`src/design/krts_pkg.sv`:
```
// Package for the keyed record table sorter: item types, opcodes, status codes.
// No dependencies.
package krts_pkg;

  localparam int DefaultDepth = 32;
  localparam int MaxResults   = 32;
  localparam logic [11:0] SmallMax = 12'hFFF;

  localparam logic [2:0] OP_ADD    = 3'd0;
  localparam logic [2:0] OP_REMOVE = 3'd1;
  localparam logic [2:0] OP_FIND   = 3'd2;
  localparam logic [2:0] OP_UPDATE = 3'd3;
  localparam logic [2:0] OP_SORT   = 3'd4;
  localparam logic [2:0] OP_LIST   = 3'd5;

  localparam logic [2:0] ST_OK    = 3'd0;
  localparam logic [2:0] ST_DUP   = 3'd1;
  localparam logic [2:0] ST_NOTFD = 3'd2;
  localparam logic [2:0] ST_FULL  = 3'd3;
  localparam logic [2:0] ST_EMPTY = 3'd4;

  localparam logic [1:0] SEL_RUNS    = 2'd0;
  localparam logic [1:0] SEL_WICKETS = 2'd1;
  localparam logic [1:0] SEL_MATCHES = 2'd2;

  typedef struct packed {
    logic [2:0]  opcode;
    logic [9:0]  key;
    logic [15:0] runs_in;
    logic [11:0] wickets_in;
    logic [11:0] matches_in;
    logic [1:0]  field_select;
    logic        descending;
    logic [15:0] new_value;
    logic [6:0]  list_limit;
  } in_item_t;

  typedef struct packed {
    logic [2:0]  status;
    logic [5:0]  position;
    logic [9:0]  key_out;
    logic [15:0] runs_out;
    logic [11:0] wickets_out;
    logic [11:0] matches_out;
    logic        last;
  } out_item_t;

  typedef struct packed {
    logic [9:0]  key;
    logic [15:0] runs;
    logic [11:0] wickets;
    logic [11:0] match_cnt;
  } rec_t;

  // datapath operation requested by the controller
  typedef enum logic [3:0] {
    DP_NOP, DP_RD_I, DP_RD_J, DP_WR_I, DP_WR_J, DP_WR_NEW, DP_WR_UPD, DP_SHIFT
  } dp_op_t;

  typedef struct packed {
    dp_op_t     op;
    logic [5:0] addr;
  } dp_cmd_t;

  typedef struct packed {
    rec_t rec_i;
    rec_t rec_j;
  } dp_stat_t;

endpackage

```
`src/design/keyed_record_table_sorter_top.sv`:
```
// Keyed record table sorter: one command at a time, then one or more results
// for each of the six opcodes (the two other codes give none). A command walks
// the table entries it searches or shifts, reads both records of each sort
// compare and writes both back when the compare exchanges (single-port record
// memory), and reads each listed record in turn. Results come with strobe
// result_valid for one cycle each and the receiver cannot stall them. Depends on krts_pkg.
module keyed_record_table_sorter_top #(
  parameter int TableDepth = krts_pkg::DefaultDepth
) (
  input  logic                clk,
  input  logic                rst,
  input  logic                start,
  input  krts_pkg::in_item_t  in_item,
  output logic                busy,
  output logic                result_valid,
  output krts_pkg::out_item_t result
);
  import krts_pkg::*;

  dp_cmd_t  cmd;
  dp_stat_t stat;
  rec_t     wdata;

  krts_ctrl #(.TableDepth(TableDepth)) u_ctrl (
    .clk, .rst, .start, .in_item, .busy, .result_valid, .result,
    .cmd, .wdata, .stat
  );

  krts_datapath #(.TableDepth(TableDepth)) u_dp (
    .clk, .cmd, .wdata, .stat
  );
endmodule

```
`src/design/krts_datapath.sv`:
```
// Datapath of the keyed record table sorter: record memory and two read registers.
// Depends on krts_pkg.
module krts_datapath #(
  parameter int TableDepth = krts_pkg::DefaultDepth,
  parameter int AW = $clog2(TableDepth)
) (
  input  logic               clk,
  input  krts_pkg::dp_cmd_t  cmd,
  input  krts_pkg::rec_t     wdata,
  output krts_pkg::dp_stat_t stat
);
  import krts_pkg::*;

  rec_t mem [TableDepth];
  rec_t rec_i;
  rec_t rec_j;
  logic [AW-1:0] a;

  assign a = cmd.addr[AW-1:0];
  assign stat.rec_i = rec_i;
  assign stat.rec_j = rec_j;

  // single port memory with registered read into slot i or j
  always_ff @(posedge clk) begin
    unique case (cmd.op)
      DP_RD_I: rec_i <= mem[a];
      DP_RD_J: rec_j <= mem[a];
      DP_WR_I: mem[a] <= rec_j;
      DP_WR_J: mem[a] <= rec_i;
      DP_WR_NEW, DP_WR_UPD: begin
        mem[a] <= wdata;
        rec_i  <= wdata;
      end
      DP_SHIFT: mem[a] <= rec_j;
      default: ;
    endcase
  end
endmodule

```
`src/design/krts_ctrl.sv`:
```
// Controller of the keyed record table sorter: sequences search, shift, sort, list.
// Depends on krts_pkg.
module krts_ctrl #(
  parameter int TableDepth = krts_pkg::DefaultDepth,
  parameter int CW = $clog2(TableDepth + 1)
) (
  input  logic               clk,
  input  logic               rst,
  input  logic               start,
  input  krts_pkg::in_item_t in_item,
  output logic               busy,
  output logic               result_valid,
  output krts_pkg::out_item_t result,
  output krts_pkg::dp_cmd_t  cmd,
  output krts_pkg::rec_t     wdata,
  input  krts_pkg::dp_stat_t stat
);
  import krts_pkg::*;

  typedef enum logic [12:0] {
    S_IDLE  = 13'b0000000000001,
    S_SRCH  = 13'b0000000000010,
    S_SCMP  = 13'b0000000000100,
    S_DEC   = 13'b0000000001000,
    S_WR    = 13'b0000000010000,
    S_SHRD  = 13'b0000000100000,
    S_SHWR  = 13'b0000001000000,
    S_SRI   = 13'b0000010000000,
    S_SRJ   = 13'b0000100000000,
    S_SCP   = 13'b0001000000000,
    S_SWJ   = 13'b0010000000000,
    S_LRD   = 13'b0100000000000,
    S_LOUT  = 13'b1000000000000
  } state_t;

  state_t state;
  in_item_t it;
  logic [CW-1:0] count;
  logic [CW-1:0] i;
  logic [CW-1:0] j;
  logic [CW-1:0] n_out;
  logic          found;
  logic [CW-1:0] fidx;
  logic [15:0]   va, vb;
  logic          swap;
  logic [11:0]   sat;
  rec_t          upd;
  logic [7:0]    lim_clamp;

  assign busy = (state != S_IDLE);

  // counter of the selected field, zero extended
  function automatic logic [15:0] ctr(rec_t r, logic [1:0] s);
    case (s)
      SEL_RUNS:    ctr = r.runs;
      SEL_WICKETS: ctr = {4'd0, r.wickets};
      default:     ctr = {4'd0, r.match_cnt};
    endcase
  endfunction

  assign va   = ctr(stat.rec_i, it.field_select);
  assign vb   = ctr(stat.rec_j, it.field_select);
  assign swap = it.descending ? (va < vb) : (va > vb);
  assign sat  = (it.new_value > 16'(SmallMax)) ? SmallMax : it.new_value[11:0];

  // clamp the listing limit to the most results an item may cause
  assign lim_clamp = (in_item.list_limit > 7'(MaxResults)) ? 8'(MaxResults) :
                     {1'b0, in_item.list_limit};

  always_comb begin
    upd = stat.rec_i;
    case (it.field_select)
      SEL_RUNS:    upd.runs = it.new_value;
      SEL_WICKETS: upd.wickets = sat;
      SEL_MATCHES: upd.match_cnt = sat;
      default: ;
    endcase
    wdata = (it.opcode == OP_ADD) ?
      rec_t'{key: it.key, runs: it.runs_in, wickets: it.wickets_in,
             match_cnt: it.matches_in} : upd;
  end

  // datapath command per state
  always_comb begin
    cmd = '{op: DP_NOP, addr: '0};
    unique case (state)
      S_SRCH: cmd = '{op: DP_RD_I, addr: 6'(i)};
      S_WR: begin
        if (it.opcode == OP_ADD) cmd = '{op: DP_WR_NEW, addr: 6'(count)};
        else if (it.opcode == OP_UPDATE) cmd = '{op: DP_WR_UPD, addr: 6'(fidx)};
      end
      S_SHRD: cmd = '{op: DP_RD_J, addr: 6'(i + 1'b1)};
      S_SHWR: cmd = '{op: DP_SHIFT, addr: 6'(i)};
      S_SRI:  cmd = '{op: DP_RD_I, addr: 6'(i)};
      S_SRJ:  cmd = '{op: DP_RD_J, addr: 6'(j)};
      S_SCP:  if (swap) cmd = '{op: DP_WR_I, addr: 6'(i)};
      S_SWJ:  cmd = '{op: DP_WR_J, addr: 6'(j)};
      S_LRD:  cmd = '{op: DP_RD_I, addr: 6'(i)};
      default: ;
    endcase
  end

  // sequence one item
  always_ff @(posedge clk) begin
    result_valid <= 1'b0;
    if (rst) begin
      state <= S_IDLE;
      count <= '0;
    end else begin
      unique case (state)
        S_IDLE: if (start) begin
          it <= in_item;
          i <= '0;
          found <= 1'b0;
          if (in_item.opcode == OP_SORT) begin
            j <= CW'(1);
            state <= S_SRI;
          end else if (in_item.opcode == OP_LIST) begin
            state <= S_LRD;
          end else if (in_item.opcode <= OP_UPDATE) begin
            state <= S_SRCH;
          end
          if (in_item.opcode == OP_SORT || in_item.opcode == OP_LIST) begin
            if (8'(count) < lim_clamp) n_out <= count;
            else n_out <= CW'(lim_clamp);
            if (in_item.opcode == OP_SORT &&
                (count < CW'(2) || in_item.field_select == 2'd3)) state <= S_LRD;
          end
        end
        S_SRCH: begin
          if (i >= count) state <= S_DEC;
          else state <= S_SCMP;
        end
        S_SCMP: begin
          if (stat.rec_i.key == it.key) begin
            found <= 1'b1;
            fidx <= i;
            state <= S_DEC;
          end else begin
            i <= i + 1'b1;
            state <= S_SRCH;
          end
        end
        S_DEC: begin
          state <= S_IDLE;
          result_valid <= 1'b1;
          result <= '0;
          result.last <= 1'b1;
          if (!found) begin
            if (it.opcode == OP_ADD) begin
              if (count >= CW'(TableDepth)) result.status <= ST_FULL;
              else state <= S_WR;
              result_valid <= (count >= CW'(TableDepth));
            end else begin
              result.status <= ST_NOTFD;
            end
          end else begin
            result.status <= (it.opcode == OP_ADD) ? ST_DUP : ST_OK;
            result.position <= 6'(fidx);
            result.key_out <= stat.rec_i.key;
            result.runs_out <= stat.rec_i.runs;
            result.wickets_out <= stat.rec_i.wickets;
            result.matches_out <= stat.rec_i.match_cnt;
            if (it.opcode == OP_UPDATE) begin
              result_valid <= 1'b0;
              state <= S_WR;
            end else if (it.opcode == OP_REMOVE) begin
              i <= fidx;
              count <= count - 1'b1;
              state <= (fidx + 1'b1 < count) ? S_SHRD : S_IDLE;
            end
          end
        end
        S_WR: begin
          result_valid <= 1'b1;
          result.status <= ST_OK;
          result.last <= 1'b1;
          result.position <= (it.opcode == OP_ADD) ? 6'(count) : 6'(fidx);
          result.key_out <= wdata.key;
          result.runs_out <= wdata.runs;
          result.wickets_out <= wdata.wickets;
          result.matches_out <= wdata.match_cnt;
          if (it.opcode == OP_ADD) count <= count + 1'b1;
          state <= S_IDLE;
        end
        S_SHRD: state <= S_SHWR;
        S_SHWR: begin
          i <= i + 1'b1;
          // count already decremented: shift again while i+1 < new count
          state <= (i + 1'b1 < count) ? S_SHRD : S_IDLE;
        end
        S_SRI: state <= S_SRJ;
        S_SRJ: state <= S_SCP;
        S_SCP: begin
          if (swap) state <= S_SWJ;
          else if (j + 1'b1 < count) begin
            j <= j + 1'b1;
            state <= S_SRI;
          end else if (i + CW'(2) < count) begin
            i <= i + 1'b1;
            j <= i + CW'(2);
            state <= S_SRI;
          end else begin
            i <= '0;
            state <= S_LRD;
          end
        end
        S_SWJ: begin
          if (j + 1'b1 < count) begin
            j <= j + 1'b1;
            state <= S_SRI;
          end else if (i + CW'(2) < count) begin
            i <= i + 1'b1;
            j <= i + CW'(2);
            state <= S_SRI;
          end else begin
            i <= '0;
            state <= S_LRD;
          end
        end
        S_LRD: begin
          if (n_out == '0) begin
            result_valid <= 1'b1;
            result <= '0;
            result.status <= ST_EMPTY;
            result.last <= 1'b1;
            state <= S_IDLE;
          end else begin
            state <= S_LOUT;
          end
        end
        S_LOUT: begin
          result_valid <= 1'b1;
          result.status <= ST_OK;
          result.position <= 6'(i);
          result.key_out <= stat.rec_i.key;
          result.runs_out <= stat.rec_i.runs;
          result.wickets_out <= stat.rec_i.wickets;
          result.matches_out <= stat.rec_i.match_cnt;
          result.last <= (i + 1'b1 == n_out);
          i <= i + 1'b1;
          state <= (i + 1'b1 == n_out) ? S_IDLE : S_LRD;
        end
        default: state <= S_IDLE;
      endcase
    end
  end
endmodule

```
`config.mk`:
```
export PLATFORM = sky130hd
export DESIGN_NAME = keyed_record_table_sorter_top
export DESIGN_NICKNAME = d
export VERILOG_FILES = /design/src/design/krts_pkg.sv /design/src/design/keyed_record_table_sorter_top.sv /design/src/design/krts_datapath.sv /design/src/design/krts_ctrl.sv
export SDC_FILE = /design/constraint.sdc
export NUM_CORES = 2
export LEC_CHECK = 0
export BUFFER_PORTS_ARGS = -buffer_cell sky130_fd_sc_hd__buf_2
export CAP_MARGIN = 10
export CORE_ASPECT_RATIO = 1.75
export CORE_UTILIZATION = 54
export DETAILED_ROUTE_END_ITERATION = 7
export PLACE_DENSITY = 0.75
export SLEW_MARGIN = 10
export SYNTH_ARGS = -nofsm -noshare
export SYNTH_HDL_FRONTEND = slang
export SYNTH_HIERARCHICAL = 1
export SYNTH_SLANG_ARGS = --single-unit
```
`constraint.sdc`:
```
create_clock -name clk -period 10.14 [get_ports clk]
set_clock_uncertainty 0.15 [all_clocks]
set_input_delay 0.507 -clock clk [delete_from_list [all_inputs] [get_ports clk]]
set_output_delay 0.507 -clock clk [all_outputs]
set_load 0.02 [all_outputs]
```
==> flow_summary.toml <==
[run_status]
status = "finished with violations"
violations = "design-rule violations"

[yosys]
syn-num-nets = 4700
syn-cell-area_mm2 = 0.0754
avgSynthCellArea_um2 = 16.5
yosys_warnings = 6
synthCells = 4561

[die]
core-area_mm2 = 0.139
die-area_mm2 = 0.141
row_count = 181
die_height_um = 496
io_pins = 144
die_x_um = 285
start_util_pct = 54.3

[setup_path]
worstPathArrival_ns = 7.77
cp.required_ns = 10.48
path_buf_inv = 3
critPathKind = "flip-flop to flip-flop"
crit_fanout = 48
crit_top_cell = "buf_4"
critPathLaunchType = "flip-flop"
cp_cell_sequence = "buf_4, o21ai_0, ha_1, a21oi_1, o221ai_1, a22oi_1, a311oi_1, o21ai_1, and2_1, o21ai_4, buf_4, buf_4, mux2i_1, o22ai_1, nor4_1, a31oi_1"
slowest_stage = "nor4_1"
cpLargestDelayFamily = "compound AO/OA/AOI/OAI gates"
max_stage_delay_ns = 1.06
crit_path_end_kind = "flip-flop"

[finish]
fillers = 9834
final_util_pct = 61.1
final_cell_area_mm2 = 0.0849
drive_above_1_share_pct = 12.1
area_delta_synth_final_pct = 12.5
final_common_cell = "edfxtp_1"
final_cell_mix = "edfxtp_1, mux2i_1, o22ai_1"
nets = 4943

[clocking]
clk_latency_ns = 0.81
cts.sinks = 1877
post_cts_resized = 0
clk_pin_slew_ns = 0.07
cts_root_buffer = "clkbuf_16"
cts_made_buffers = 162
htreeDepth = 4
cts_tree = "yes"
cts_buffer_depth = 3

[routing]
drt_iter0_drc = 6526
wl_um = 214000
firstDrtPassIters = 8
ant_nets = 0
vias_per_cell = 6.63
via_count = 44878
post-route-drc-count = 1
wire_per_inst_um = 31.6

[sta]
hold_violations = 0
grt_setup_unrepaired = "false"
slew_headroom_pct = 8.76
finalWorstPathRequiredPeriod_ns = 7.43
fin_crit_sh_pct = 73.3
setup_tns_ns = 0
tightest_slew_ns = 1.37
hold_ws_ns = 0.0479
fmaxAchievable_ghz = 0.135
drv_slew = 0
setup_viol = 0

[pwr]
p_per_area_mw_per_mm2 = 183
leakage_nw = 26.2
ir_drop_mv = 0.164

[placement]
place.gp.congestion = 0.947
post_dp_cell_area_mm2 = 0.0787
portBuffers = 143
dp_hpwl_um = 129000

[global_route]
grt_overflow = 0
grt_pass1_wl_um = 302000
grt_pass1_vias = 43346
grt_max_degree = 131
antenna_found_initial = 12
grt_usage_pct = 30.0

[flow_run]
drv_cap = 0

[worst_hold_path]
min_path_type = "input pin to flip-flop"
## worst paths after layout
kind | start | endpoint | slack (ns) | cells after the start
worst min register to register | u_ctrl/count[4]$_SDFFE_PP0P_ | u_ctrl/count[4]$_SDFFE_PP0P_ | 0.48 | 2
worst min-delay path | in_item[5] | u_ctrl/n_out[5]$_DFFE_PP_ | 0.05 | 3
worst max register to register | u_ctrl/it[25]$_DFFE_PP_ | u_dp/stat[76]$_DFFE_PP_ | 2.71 | 16
worst max-delay path | u_ctrl/it[25]$_DFFE_PP_ | u_dp/stat[76]$_DFFE_PP_ | 2.71 | 16
## metrics by stage
step | worst slack, ns | total power [W] | std cells
5_1_grt | 2.58 | 0.0158 | 6769
3_5_place_dp | 3.08 | 0.00935 | 6388
2_1_floorplan | 2.06 | 0.00907 | 4561
3_3_place_gp | 3.14 | 0.00934 | 6385
4_1_cts | 2.99 | 0.0155 | 6765
6_report | 2.71 | 0.0155 | 6770
## power by group
group / switching, W / internal, W
clock: 0.00278 / 0.00347
sequential: 0.0000477 / 0.00847
combinational: 0.000464 / 0.000258
total: 0.00329 / 0.0122
## registers in the layout, indices dropped and copies added (netlist names)
name                 count
u_ctrl/i                 6
u_dp/stat              100
u_dp/mem              1600
u_ctrl/count             6
u_ctrl/it               72
u_ctrl/n_out             6
u_ctrl/fidx              6
u_ctrl/result           60
u_ctrl/j                 6
u_ctrl/result_valid      1
u_ctrl/found             1
u_ctrl/state            13
## worst register-to-register path: cells and delay by family, from the launching register on
kind                     cells  cell delay [ns]
AO/OA/AOI/OAI                9             2.36
buffers and inverters        3             1.86
AND/OR/NAND/NOR              2             1.37
flip-flops                   1             0.76
adder cells (fa/ha/maj)      1             0.34
multiplexers                 1             0.26
## layer usage
metal,GRT usage [%],share of wire (%),up-vias
li1,-,-,18686
met1,37.5,35,22556
met2,49.7,48,3006
met3,5.93,11,620
met4,15.4,5.7,10
met5,0,0.032,-
## layout make-up
type	instances	area [um2]	share of cell area, %
Sequential cell	1877	56200	66.2
Multi-Input combinational cell	2330	18200	21.4
Clock buffer	197	4300	5.07
Timing Repair Buffer	355	2620	3.08
Tap cell	1830	2290	2.70
Clock inverter	101	1020	1.20
Inverter	78	293	0.345
Antenna cell	2	5.00	0.00590
## timing repair
item / CTS / global route
endpoints found under the hold margin: 83 / 0
hold buffers: 79 / 0
setup buffers: 0 / 0
Note: power is estimated with default switching activity, not from simulation.
